==> src/hw/rtl/klc_pkg.sv <==
// Shared types, constants and command/status structs for the knob lamp controller.
// No dependencies; every other file imports this package.
package klc_pkg;

  localparam int COUNT_BITS_DEF = 16;
  localparam int CFG_INDEX_BITS = 3;
  localparam int CFG_DATA_BITS  = 16;
  localparam int DIVISOR_BITS   = 7;
  localparam int VALUE_BITS     = 9;

  localparam logic [VALUE_BITS-1:0] BRIGHT_TOP   = 9'd255;
  localparam logic [VALUE_BITS-1:0] HUE_TOP      = 9'd359;
  localparam logic [VALUE_BITS-1:0] HUE_SECTOR   = 9'd60;
  localparam logic [7:0]            BRIGHT_RESET = 8'd128;
  localparam logic [15:0]           TIMER_MAX    = 16'hFFFF;

  localparam logic [9:0]  DEBOUNCE_RESET   = 10'd30;
  localparam logic [15:0] LONG_PRESS_RESET = 16'd600;
  localparam logic [2:0]  CPN_RESET        = 3'd4;
  localparam logic [6:0]  BSTEP_RESET      = 7'd5;
  localparam logic [5:0]  HSTEP_RESET      = 6'd5;
  localparam int          KNOB_RESET       = (128 / 5) * 4;

  typedef enum logic [CFG_INDEX_BITS-1:0] {
    CFG_DEBOUNCE   = 3'd0,
    CFG_LONG_PRESS = 3'd1,
    CFG_CPN        = 3'd2,
    CFG_INVERT     = 3'd3,
    CFG_BSTEP      = 3'd4,
    CFG_HSTEP      = 3'd5
  } cfg_index_t;

  typedef enum logic [1:0] {
    DIV_SYNC  = 2'd0,
    DIV_NOTCH = 2'd1,
    DIV_TOP   = 2'd2
  } div_op_t;

  typedef struct packed {
    logic              button_level;
    logic signed [3:0] count_change;
  } item_t;

  typedef struct packed {
    logic [7:0] red;
    logic [7:0] green;
    logic [7:0] blue;
    logic [7:0] level;
    logic       power_on;
    logic       hue_mode;
    logic       refresh;
  } result_t;

  typedef struct packed {
    logic    accept;
    logic    div_start;
    div_op_t div_op;
    logic    sync_anchor;
    logic    eval;
    logic    top_anchor;
    logic    load;
  } cmd_t;

  typedef struct packed {
    logic need_sync;
    logic need_top;
    logic div_busy;
    logic out_free;
  } status_t;

endpackage

==> src/hw/rtl/klc_div.sv <==
// Bit-serial restoring divider: one quotient bit per cycle, unsigned.
// Depends on klc_pkg for the divisor width.
module klc_div import klc_pkg::*; #(
  parameter int DW = COUNT_BITS_DEF
) (
  input  logic                    clk,
  input  logic                    rst,
  input  logic                    start,
  input  logic [DW-1:0]           dividend,
  input  logic [DIVISOR_BITS-1:0] divisor,
  output logic                    busy,
  output logic [DW-1:0]           quotient
);

  localparam int CW = $clog2(DW + 1);

  logic [CW-1:0]           cnt;
  logic [DIVISOR_BITS-1:0] rem;
  logic [DIVISOR_BITS-1:0] dsr;
  logic [DW-1:0]           quo;
  logic [DIVISOR_BITS:0]   trial;
  logic                    fits;

  assign trial    = {rem, quo[DW-1]};
  assign fits     = trial >= {1'b0, dsr};
  assign busy     = cnt != '0;
  assign quotient = quo;

  always_ff @(posedge clk) begin
    if (rst) begin
      cnt <= '0;
    end else if (start) begin
      cnt <= CW'(DW);
    end else if (busy) begin
      cnt <= cnt - CW'(1);
    end
  end

  always_ff @(posedge clk) begin
    if (start) begin
      quo <= dividend;
      rem <= '0;
      dsr <= divisor;
    end else if (busy) begin
      if (fits) begin
        rem <= DIVISOR_BITS'(trial - {1'b0, dsr});
      end else begin
        rem <= trial[DIVISOR_BITS-1:0];
      end
      quo <= {quo[DW-2:0], fits};
    end
  end

endmodule

==> src/hw/rtl/klc_datapath.sv <==
// Datapath: registers, knob count, debounce, notch evaluation, color and result register.
// Depends on klc_pkg and klc_div; driven by klc_ctrl through cmd_t / status_t.
module klc_datapath import klc_pkg::*; #(
  parameter int COUNT_BITS = COUNT_BITS_DEF
) (
  input  logic                      clk,
  input  logic                      rst,
  input  cmd_t                      cmd,
  output status_t                   status,
  input  item_t                     item,
  input  logic                      cfg_write,
  input  logic [CFG_INDEX_BITS-1:0] cfg_index,
  input  logic [CFG_DATA_BITS-1:0]  cfg_data,
  output logic                      result_valid,
  input  logic                      result_stall,
  output result_t                   result
);

  localparam int AW = COUNT_BITS + 12;
  localparam logic signed [COUNT_BITS-1:0] KNOB_MAX = {1'b0, {(COUNT_BITS-1){1'b1}}};
  localparam logic signed [COUNT_BITS-1:0] KNOB_MIN = {1'b1, {(COUNT_BITS-1){1'b0}}};
  localparam logic [AW-1:0] KNOB_MAX_W = {13'd0, {(COUNT_BITS-1){1'b1}}};

  logic [9:0]  debounce_limit;
  logic [15:0] long_press_limit;
  logic [2:0]  counts_per_notch;
  logic        invert_direction;
  logic [6:0]  bright_step;
  logic [5:0]  hue_step;

  logic signed [COUNT_BITS-1:0] knob_count;
  logic        last_level;
  logic [15:0] stable_ticks;
  logic        pressed;
  logic [15:0] press_ticks;
  logic        mode_flag;
  logic        lamp_on;
  logic [8:0]  hue_value;
  logic [7:0]  bright_value;
  logic        refresh;
  logic        need_sync;
  logic        need_top;
  logic        x_neg;

  logic [2:0]              cpn_eff;
  logic [DIVISOR_BITS-1:0] bstep_eff;
  logic [DIVISOR_BITS-1:0] hstep_eff;
  logic [DIVISOR_BITS-1:0] step_eff;
  logic [8:0]              top;

  logic [COUNT_BITS-1:0]     div_dividend;
  logic [DIVISOR_BITS-1:0]   div_divisor;
  logic                      div_busy;
  logic [COUNT_BITS-1:0]     div_quotient;

  logic signed [COUNT_BITS:0]   sum;
  logic signed [COUNT_BITS-1:0] count_sat;
  logic [15:0] press_next;
  logic [15:0] stable_next;
  logic        level_changed;
  logic        is_stable;
  logic        do_press;
  logic        do_release;
  logic        long_hit;

  logic [COUNT_BITS-1:0] knob_bits;
  logic [COUNT_BITS-1:0] knob_mag;
  logic                  knob_xneg;

  logic [15:0] prod;
  logic [8:0]  raw;
  logic        clamp_zero;
  logic        clamp_top;

  logic [7:0] hr;
  logic [7:0] hg;
  logic [7:0] hb;

  function automatic logic signed [COUNT_BITS-1:0] anchor_count(
    input logic [8:0] n,
    input logic [2:0] cpn,
    input logic       inv
  );
    logic [11:0] p;
    logic signed [COUNT_BITS-1:0] r;
    p = 12'(n) * 12'(cpn);
    if (AW'(p) > KNOB_MAX_W) begin
      r = inv ? KNOB_MIN : KNOB_MAX;
    end else begin
      r = inv ? -COUNT_BITS'(p) : COUNT_BITS'(p);
    end
    return r;
  endfunction

  function automatic logic [23:0] hue_to_rgb(input logic [8:0] h);
    logic [2:0]  region;
    logic [8:0]  base;
    logic [5:0]  rem6;
    logic [9:0]  scaled;
    logic [7:0]  t;
    logic [7:0]  q;
    logic [23:0] rgb;
    if (h >= 9'(HUE_SECTOR * 5)) begin
      region = 3'd5; base = 9'(HUE_SECTOR * 5);
    end else if (h >= 9'(HUE_SECTOR * 4)) begin
      region = 3'd4; base = 9'(HUE_SECTOR * 4);
    end else if (h >= 9'(HUE_SECTOR * 3)) begin
      region = 3'd3; base = 9'(HUE_SECTOR * 3);
    end else if (h >= 9'(HUE_SECTOR * 2)) begin
      region = 3'd2; base = 9'(HUE_SECTOR * 2);
    end else if (h >= HUE_SECTOR) begin
      region = 3'd1; base = HUE_SECTOR;
    end else begin
      region = 3'd0; base = 9'd0;
    end
    rem6   = 6'(h - base);
    scaled = 10'(rem6) * 10'd17;
    t      = 8'(scaled >> 2);
    q      = 8'd255 - t;
    case (region)
      3'd1:    rgb = {q, 8'd255, 8'd0};
      3'd2:    rgb = {8'd0, 8'd255, t};
      3'd3:    rgb = {8'd0, q, 8'd255};
      3'd4:    rgb = {t, 8'd0, 8'd255};
      3'd5:    rgb = {8'd255, 8'd0, q};
      default: rgb = {8'd255, t, 8'd0};
    endcase
    return rgb;
  endfunction

  assign cpn_eff   = (counts_per_notch == 3'd0) ? 3'd1 : counts_per_notch;
  assign bstep_eff = (bright_step == 7'd0) ? 7'd1 : bright_step;
  assign hstep_eff = (hue_step == 6'd0) ? 7'd1 : DIVISOR_BITS'(hue_step);
  assign step_eff  = mode_flag ? hstep_eff : bstep_eff;
  assign top       = mode_flag ? HUE_TOP : BRIGHT_TOP;

  always_comb begin
    sum = (COUNT_BITS+1)'(knob_count) + (COUNT_BITS+1)'(item.count_change);
    if (sum > (COUNT_BITS+1)'(KNOB_MAX)) begin
      count_sat = KNOB_MAX;
    end else if (sum < (COUNT_BITS+1)'(KNOB_MIN)) begin
      count_sat = KNOB_MIN;
    end else begin
      count_sat = COUNT_BITS'(sum);
    end

    press_next = (pressed && press_ticks < TIMER_MAX) ? press_ticks + 16'd1 : press_ticks;

    level_changed = item.button_level != last_level;
    if (level_changed) begin
      stable_next = 16'd0;
    end else if (stable_ticks < TIMER_MAX) begin
      stable_next = stable_ticks + 16'd1;
    end else begin
      stable_next = stable_ticks;
    end

    is_stable  = stable_next > 16'(debounce_limit);
    do_press   = is_stable && !pressed && !item.button_level;
    do_release = is_stable && pressed && item.button_level;
    long_hit   = press_next >= long_press_limit;
  end

  always_comb begin
    knob_bits = knob_count;
    knob_mag  = knob_bits[COUNT_BITS-1] ? (~knob_bits + COUNT_BITS'(1)) : knob_bits;
    knob_xneg = invert_direction ? (!knob_bits[COUNT_BITS-1] && knob_bits != '0)
                                 : knob_bits[COUNT_BITS-1];
  end

  always_comb begin
    case (cmd.div_op)
      DIV_SYNC: begin
        div_dividend = mode_flag ? COUNT_BITS'(hue_value) : COUNT_BITS'(bright_value);
        div_divisor  = step_eff;
      end
      DIV_NOTCH: begin
        div_dividend = knob_mag;
        div_divisor  = DIVISOR_BITS'(cpn_eff);
      end
      DIV_TOP: begin
        div_dividend = COUNT_BITS'(top);
        div_divisor  = step_eff;
      end
      default: begin
        div_dividend = knob_mag;
        div_divisor  = DIVISOR_BITS'(cpn_eff);
      end
    endcase
  end

  klc_div #(.DW(COUNT_BITS)) u_div (
    .clk      (clk),
    .rst      (rst),
    .start    (cmd.div_start),
    .dividend (div_dividend),
    .divisor  (div_divisor),
    .busy     (div_busy),
    .quotient (div_quotient)
  );

  always_comb begin
    prod       = 16'(div_quotient[8:0]) * 16'(step_eff);
    clamp_zero = x_neg && div_quotient != '0;
    clamp_top  = 1'b0;
    raw        = 9'd0;
    if (clamp_zero) begin
      raw = 9'd0;
    end else if (div_quotient > COUNT_BITS'(top) || prod > 16'(top)) begin
      raw       = top;
      clamp_top = 1'b1;
    end else if (x_neg) begin
      raw = 9'd0;
    end else begin
      raw = prod[8:0];
    end
  end

  assign {hr, hg, hb} = hue_to_rgb(hue_value);

  always_ff @(posedge clk) begin
    if (rst) begin
      debounce_limit   <= DEBOUNCE_RESET;
      long_press_limit <= LONG_PRESS_RESET;
      counts_per_notch <= CPN_RESET;
      invert_direction <= 1'b0;
      bright_step      <= BSTEP_RESET;
      hue_step         <= HSTEP_RESET;
    end else if (cfg_write) begin
      case (cfg_index)
        CFG_DEBOUNCE:   debounce_limit   <= cfg_data[9:0];
        CFG_LONG_PRESS: long_press_limit <= cfg_data[15:0];
        CFG_CPN:        counts_per_notch <= cfg_data[2:0];
        CFG_INVERT:     invert_direction <= cfg_data[0];
        CFG_BSTEP:      bright_step      <= cfg_data[6:0];
        CFG_HSTEP:      hue_step         <= cfg_data[5:0];
        default: ;
      endcase
    end
  end

  always_ff @(posedge clk) begin
    if (rst) begin
      knob_count   <= COUNT_BITS'(KNOB_RESET);
      last_level   <= 1'b1;
      stable_ticks <= 16'd0;
      pressed      <= 1'b0;
      press_ticks  <= 16'd0;
      mode_flag    <= 1'b0;
      lamp_on      <= 1'b1;
      hue_value    <= 9'd0;
      bright_value <= BRIGHT_RESET;
      refresh      <= 1'b0;
      need_sync    <= 1'b0;
      need_top     <= 1'b0;
      x_neg        <= 1'b0;
    end else begin
      if (cmd.accept) begin
        knob_count   <= count_sat;
        stable_ticks <= stable_next;
        last_level   <= item.button_level;
        press_ticks  <= do_press ? 16'd0 : press_next;
        refresh      <= do_release && long_hit;
        need_sync    <= do_release && !long_hit;
        if (do_press) begin
          pressed <= 1'b1;
        end else if (do_release) begin
          pressed <= 1'b0;
          if (long_hit) begin
            lamp_on <= ~lamp_on;
          end else begin
            mode_flag <= ~mode_flag;
          end
        end
      end
      if (cmd.div_start && cmd.div_op == DIV_NOTCH) begin
        x_neg <= knob_xneg;
      end
      if (cmd.sync_anchor || cmd.top_anchor) begin
        knob_count <= anchor_count(div_quotient[8:0], cpn_eff, invert_direction);
      end
      if (cmd.eval) begin
        need_top <= clamp_top;
        if (clamp_zero) begin
          knob_count <= '0;
        end
        if (mode_flag) begin
          if (raw != hue_value) begin
            hue_value <= raw;
            refresh   <= 1'b1;
          end
        end else begin
          if (raw[7:0] != bright_value) begin
            bright_value <= raw[7:0];
            refresh      <= 1'b1;
          end
        end
      end
    end
  end

  always_ff @(posedge clk) begin
    if (rst) begin
      result_valid <= 1'b0;
    end else if (cmd.load) begin
      result_valid <= 1'b1;
    end else if (!result_stall) begin
      result_valid <= 1'b0;
    end
  end

  always_ff @(posedge clk) begin
    if (cmd.load) begin
      result.red      <= lamp_on ? hr : 8'd0;
      result.green    <= lamp_on ? hg : 8'd0;
      result.blue     <= lamp_on ? hb : 8'd0;
      result.level    <= lamp_on ? bright_value : 8'd0;
      result.power_on <= lamp_on;
      result.hue_mode <= mode_flag;
      result.refresh  <= refresh;
    end
  end

  assign status.need_sync = need_sync;
  assign status.need_top  = need_top;
  assign status.div_busy  = div_busy;
  assign status.out_free  = !result_valid || !result_stall;

endmodule

==> src/hw/rtl/klc_ctrl.sv <==
// Controller state machine: sequences one tick through sync, notch and clamp steps.
// Depends on klc_pkg for cmd_t and status_t.
module klc_ctrl import klc_pkg::*; (
  input  logic    clk,
  input  logic    rst,
  input  logic    item_valid,
  output logic    item_stall,
  input  status_t status,
  output cmd_t    cmd
);

  typedef enum logic [7:0] {
    ST_IDLE        = 8'b00000001,
    ST_BRANCH      = 8'b00000010,
    ST_SYNC_WAIT   = 8'b00000100,
    ST_NOTCH_START = 8'b00001000,
    ST_NOTCH_WAIT  = 8'b00010000,
    ST_TOP_CHECK   = 8'b00100000,
    ST_TOP_WAIT    = 8'b01000000,
    ST_FINISH      = 8'b10000000
  } state_t;

  state_t state;
  state_t state_next;

  assign item_stall = state != ST_IDLE;

  always_comb begin
    state_next = state;
    cmd        = '0;
    cmd.div_op = DIV_NOTCH;
    case (state)
      ST_IDLE: begin
        if (item_valid) begin
          cmd.accept = 1'b1;
          state_next = ST_BRANCH;
        end
      end
      ST_BRANCH: begin
        cmd.div_start = 1'b1;
        if (status.need_sync) begin
          cmd.div_op = DIV_SYNC;
          state_next = ST_SYNC_WAIT;
        end else begin
          state_next = ST_NOTCH_WAIT;
        end
      end
      ST_SYNC_WAIT: begin
        if (!status.div_busy) begin
          cmd.sync_anchor = 1'b1;
          state_next      = ST_NOTCH_START;
        end
      end
      ST_NOTCH_START: begin
        cmd.div_start = 1'b1;
        state_next    = ST_NOTCH_WAIT;
      end
      ST_NOTCH_WAIT: begin
        if (!status.div_busy) begin
          cmd.eval   = 1'b1;
          state_next = ST_TOP_CHECK;
        end
      end
      ST_TOP_CHECK: begin
        if (status.need_top) begin
          cmd.div_start = 1'b1;
          cmd.div_op    = DIV_TOP;
          state_next    = ST_TOP_WAIT;
        end else begin
          state_next = ST_FINISH;
        end
      end
      ST_TOP_WAIT: begin
        cmd.div_op = DIV_TOP;
        if (!status.div_busy) begin
          cmd.top_anchor = 1'b1;
          state_next     = ST_FINISH;
        end
      end
      ST_FINISH: begin
        if (status.out_free) begin
          cmd.load   = 1'b1;
          state_next = ST_IDLE;
        end
      end
      default: begin
        state_next = ST_IDLE;
      end
    endcase
  end

  always_ff @(posedge clk) begin
    if (rst) begin
      state <= ST_IDLE;
    end else begin
      state <= state_next;
    end
  end

endmodule

==> src/hw/rtl/knob_lamp_controller.sv <==
// Knob lamp controller top level: controller, datapath and port handshakes.
// One item at a time: each item runs a notch divide, preceded by a mode sync divide after a
// short press and followed by a clamp re-anchor divide when the value clamps at its top.
// All divides are bit-serial; the result is registered and loaded at the end of each item;
// the next item is taken while the result waits, a stalled result holds the last step.
// Synchronous active-high reset: registers at defaults, knob count synced to brightness 128.
module knob_lamp_controller import klc_pkg::*; #(
  parameter int COUNT_BITS = COUNT_BITS_DEF
) (
  input  logic                      clk,
  input  logic                      rst,
  input  logic                      item_valid,
  output logic                      item_stall,
  input  item_t                     item,
  output logic                      result_valid,
  input  logic                      result_stall,
  output result_t                   result,
  input  logic                      cfg_valid,
  output logic                      cfg_ready,
  input  logic [CFG_INDEX_BITS-1:0] cfg_index,
  input  logic [CFG_DATA_BITS-1:0]  cfg_data
);

  cmd_t    cmd;
  status_t status;

  assign cfg_ready = 1'b1;

  klc_ctrl u_ctrl (
    .clk        (clk),
    .rst        (rst),
    .item_valid (item_valid),
    .item_stall (item_stall),
    .status     (status),
    .cmd        (cmd)
  );

  klc_datapath #(.COUNT_BITS(COUNT_BITS)) u_datapath (
    .clk          (clk),
    .rst          (rst),
    .cmd          (cmd),
    .status       (status),
    .item         (item),
    .cfg_write    (cfg_valid && cfg_ready),
    .cfg_index    (cfg_index),
    .cfg_data     (cfg_data),
    .result_valid (result_valid),
    .result_stall (result_stall),
    .result       (result)
  );

  assert property (@(posedge clk) disable iff (rst)
    cmd.load |-> (!result_valid || !result_stall))
    else $error("result loaded over a waiting item");

  assert property (@(posedge clk) disable iff (rst)
    cmd.div_start |-> !status.div_busy)
    else $error("divider restarted while busy");

  assert property (@(posedge clk) disable iff (rst)
    (item_valid && !item_stall) |=> item_stall)
    else $error("item accepted while previous item still in work");

  assert property (@(posedge clk) disable iff (rst)
    $onehot0({cmd.accept, cmd.div_start, cmd.sync_anchor, cmd.eval, cmd.top_anchor, cmd.load}))
    else $error("more than one datapath command in a cycle");

endmodule
==> config.mk <==
export PLATFORM = sky130hd
export DESIGN_NAME = knob_lamp_controller
export DESIGN_NICKNAME = d
export VERILOG_FILES = /design/src/hw/rtl/klc_pkg.sv /design/src/hw/rtl/klc_div.sv /design/src/hw/rtl/klc_datapath.sv /design/src/hw/rtl/klc_ctrl.sv /design/src/hw/rtl/knob_lamp_controller.sv
export SDC_FILE = /design/constraint.sdc
export NUM_CORES = 1
export LEC_CHECK = 0
export ABC_AREA = 1
export BUFFER_PORTS_ARGS = -buffer_cell sky130_fd_sc_hd__buf_4
export CAP_MARGIN = 20
export CORE_MARGIN = 1.5
export CORE_UTILIZATION = 40
export DETAILED_ROUTE_END_ITERATION = 10
export PLACE_DENSITY = 0.64
export SLEW_MARGIN = 20
export SYNTH_ARGS = -nofsm -noshare
export SYNTH_HDL_FRONTEND = slang
export SYNTH_SLANG_ARGS = --single-unit
==> constraint.sdc <==
create_clock -name clk -period 6.85 [get_ports clk]
set_input_delay 0.3425 -clock clk [delete_from_list [all_inputs] [get_ports clk]]
set_output_delay 0.3425 -clock clk [all_outputs]
set_load 0.03 [all_outputs]
==> impl_metrics.csv <==
group,metric,value,unit
cells_and_area,fillers,3727,
synth,synth_top_area_share,18.3,%
sta,max_freq,155,MHz
worst_setup_path,cp.required,7230,ps
sta,hold_viol,0,
floorplanning,coreArea,36800,um^2
worst_setup_path,critPathTopFamily,"adder cells",
worst_hold_path,hold_class,"in2reg",
synth,synth_area,15000,um^2
cts,cts_tree,"done",
pwr,power_frac_clock,19.0,%
sta,fin_setup_tns,0,ps
cells_and_area,final_layout_size_suffix_gt1_share,8.84,%
pwr,swShare,46.6,%
cells_and_area,fin_util,45.8,%
routing,via_per_inst,5.27,
synth,synthCells,2087,
cells_and_area,stdcell_count,2629,
cts,htree_num_levels,4,
synth,ys_async_sr_fraction,0,%
place,port_buffers,65,
place,place.gp.congestion,0.912,
synth,ys_seq_elements,195,
cells_and_area,synthToLayoutAreaGrowth,12.3,%
run_status,status,"complete, no violations",
pwr,ir_drop,219,uV
pwr,combPwrFrac,52.6,%
routing,routed-via-count,13852,
cells_and_area,area.sequential,4490,um^2
cells_and_area,antenna_cells,0,
floorplanning,ios,67,
global_routing,gr-usage-all-layers,21.1,%
synth,synth_edf_count,58,
sta,tightest_slew,1000,ps
worst_setup_path,cp-start-kind,"flip-flop",
cts,cts_sinks,195,
sta,timing.hold.ws,142,ps
synth,yosysTopAreaCell,"dfxtp_1",
floorplanning,die_area,38700,um^2
routing,ant_nets,0,
worst_setup_path,path_class,"reg2reg",
cts,cts-root-buf,"clkbuf_16",
global_routing,grt_max_degree,59,
sta,slew_headroom,32.7,%
synth,syn_avg_cell_area,7.19,um^2
global_routing,first_global_vias,13149,
cts,clk_latency,450,ps
pwr,powerDensity,316,nW/um^2
routing,drc_errors,0,
sta,final.min_clock_period,6470,ps
worst_setup_path,end_kind,"flip-flop",
synth,yosysUniqueCellTypes,55,
sta,finClkSkew,15.3,ps
floorplanning,row_count,70,
worst_setup_path,crit_path_frequent_cell,"nand2_1",
global_routing,grt_overflow,0,
floorplanning,die_h,197,um
cells_and_area,multi_input_area,9120,um^2
place,dp_hpwl,31000,um
pwr,power_frac_seq,28.4,%
cts,hold_buffers,0,
worst_setup_path,slowest_delay,530,ps
routing,first_pass_iters,5,
place,dp.cells,2589,
pwr,p_sw,0.00248,W
worst_setup_path,crit_arrival,6850,ps
flow_run,max-cap-violations,0,
routing,drtIter0Drc,990,
cts,clk_pin_slew,80,ps
synth,synth_common_cells,"373 x nand2_1, 331 x inv_1, 237 x nor2_1",
worst_setup_path,crit_slowest_cell,"fa_1",
cells_and_area,nNetsFinal,2337,
synth,synth_area_leaders,"dfxtp_1 18%, edfxtp_1 12%, ha_1 9.5%",
floorplanning,dieWidth,197,um
synth,ys_warn_count,0,
floorplanning,initial_utilization,40.8,%
global_routing,grt_first_pass_wirelength,66000,um
pwr,intPower,0.00285,W
cts,cts_made_buffers,17,
sta,post-route-period-util,94.4,%
synth,synth_flop_cell,"dfxtp_1",
pwr,p_leak,7.86,nW
global_routing,antenna_found_initial,1,
worst_setup_path,crit_buf_inv,9,
cts,clockBufferDepth,2,
synth,ys_seq_area_share,29.9,%
sta,drv_slew,0,
sta,setup_violations,0,
worst_setup_path,path_max_fanout,8,
routing,totalWireLength,40300,um
routing,wl_per_cell,15.3,um
synth,yosys.cell_count.top_type,"nand2_1",
synth,syn-num-nets,2276,
-- registers in the layout, summed over array words and instances, names as in the netlist, 3 cells and up --
name                         count
u_ctrl.state                     8
u_datapath.bright_step           7
u_datapath.bright_value          8
u_datapath.counts_per_notch      3
u_datapath.debounce_limit       10
u_datapath.hue_step              6
u_datapath.hue_value             9
u_datapath.knob_bits            16
u_datapath.long_press_limit     16
u_datapath.press_ticks          16
u_datapath.result               35
u_datapath.stable_ticks         16
u_datapath.u_div.cnt             5
u_datapath.u_div.dsr             7
u_datapath.u_div.quotient       16
u_datapath.u_div.rem             7
-- through the flow --
stage                     power [W]  area (um^2)  setup WS [ps]
final                       0.00533        16800            381
after global routing        0.00580        16800          -1.85
after CTS                   0.00526        16600            103
after detailed placement    0.00424        16000            160
after global placement      0.00419        16000            256
after floorplan             0.00358        15000            136
-- final timing paths --
| path | depth (start not counted) | end | start | slack (ps) |
|---|---|---|---|---|
| worst max register to register | 38 | u_datapath.hue_value[1]$_SDFFE_PP0P_ | u_datapath.mode_flag$_SDFFE_PP0P_ | 380 |
| worst max-delay path | 38 | u_datapath.hue_value[1]$_SDFFE_PP0P_ | u_datapath.mode_flag$_SDFFE_PP0P_ | 380 |
| worst min-delay path | 3 | u_datapath.long_press_limit[9]$_SDFFE_PP1P_ | cfg_data[9] | 140 |
| worst min register to register | 2 | u_datapath.debounce_limit[7]$_SDFFE_PP0P_ | u_datapath.debounce_limit[7]$_SDFFE_PP0P_ | 460 |
-- per-layer routing --
metal | routed length [um] | part of all wire (%) | global-route usage (%) | up-vias
li1 | - | - | - | 6995
met1 | 19200 | 48 | 28.6 | 6481
met2 | 18700 | 46 | 35.2 | 333
met3 | 1720 | 4.3 | 2.79 | 43
met4 | 684 | 1.7 | 5.74 | 0
met5 | 0 | 0 | 0 | -
-- power groups by stage --
stage / sequential (W) / clock (W) / combinational, W
2_1_floorplan: 0.00148 / 0 / 0.00210
3_3_place_gp: 0.00153 / 0 / 0.00266
3_5_place_dp: 0.00154 / 0 / 0.00271
4_1_cts: 0.00151 / 0.00103 / 0.00273
5_1_grt: 0.00153 / 0.00107 / 0.00320
6_report: 0.00151 / 0.00101 / 0.00280
-- cells by family (layout without fill, tap and decap cells) --
family	after synthesis	count (layout)	share of synthesized area [%]
AND/OR/NAND/NOR	841	841	24.3
AO/OA/AOI/OAI	417	418	15.5
buffers and inverters	400	473	10.3
flip-flops	195	195	29.9
adder cells (fa/ha/maj)	160	160	15.6
XOR/XNOR	72	72	4.25
other	1	1	0.0250
multiplexers	1	1	0.0667
-- placed cells by master (no fill, tap or decap), drive strengths merged, types with 4 or more instances in the layout --
cell    netlist  layout
a211oi       13      13
a21o          4       4
a21oi       173     174
a31oi        14      14
buf          14      99
clkbuf       45      18
clkinv        7      12
dfxtp       137     137
edfxtp       58      58
fa           46      46
ha          114     114
inv         334     343
nand2       380     380
nand3       123     123
nand3b        8       8
nand4        31      31
nor2        244     244
nor3         33      33
nor4         14      14
o211ai       23      23
o21ai       150     150
o21bai        7       7
o221ai        6       6
o22ai        10      10
or2           8       8
xnor2        24      24
xor2         48      48
-- area by class of cell --
type / instances / area share, %
well taps: 468 / 3.48
multi-input cells: 1493 / 54.2
repair buffers: 100 / 4.62
clock inverters: 15 / 0.951
flip-flops and latches: 195 / 26.7
clock buffers: 17 / 2.53
inverters: 341 / 7.60
-- worst reg2reg max path, delay by kind of cell, from the launching register on --
kind                       cells  cell delay (ps)
adders and majority gates      6             2570
DFF                            1              380
buffers and inverters          9              780
AOI/OAI and AO/OA              4              450
and+or+nand+nor               19             2220
-- repair_timing --
item                       CTS  global route
setup buffers                0             4
setup endpoints to repair    0            17
gates resized for setup      0            35
No activity file was read; power rests on OpenSTA's default activity.
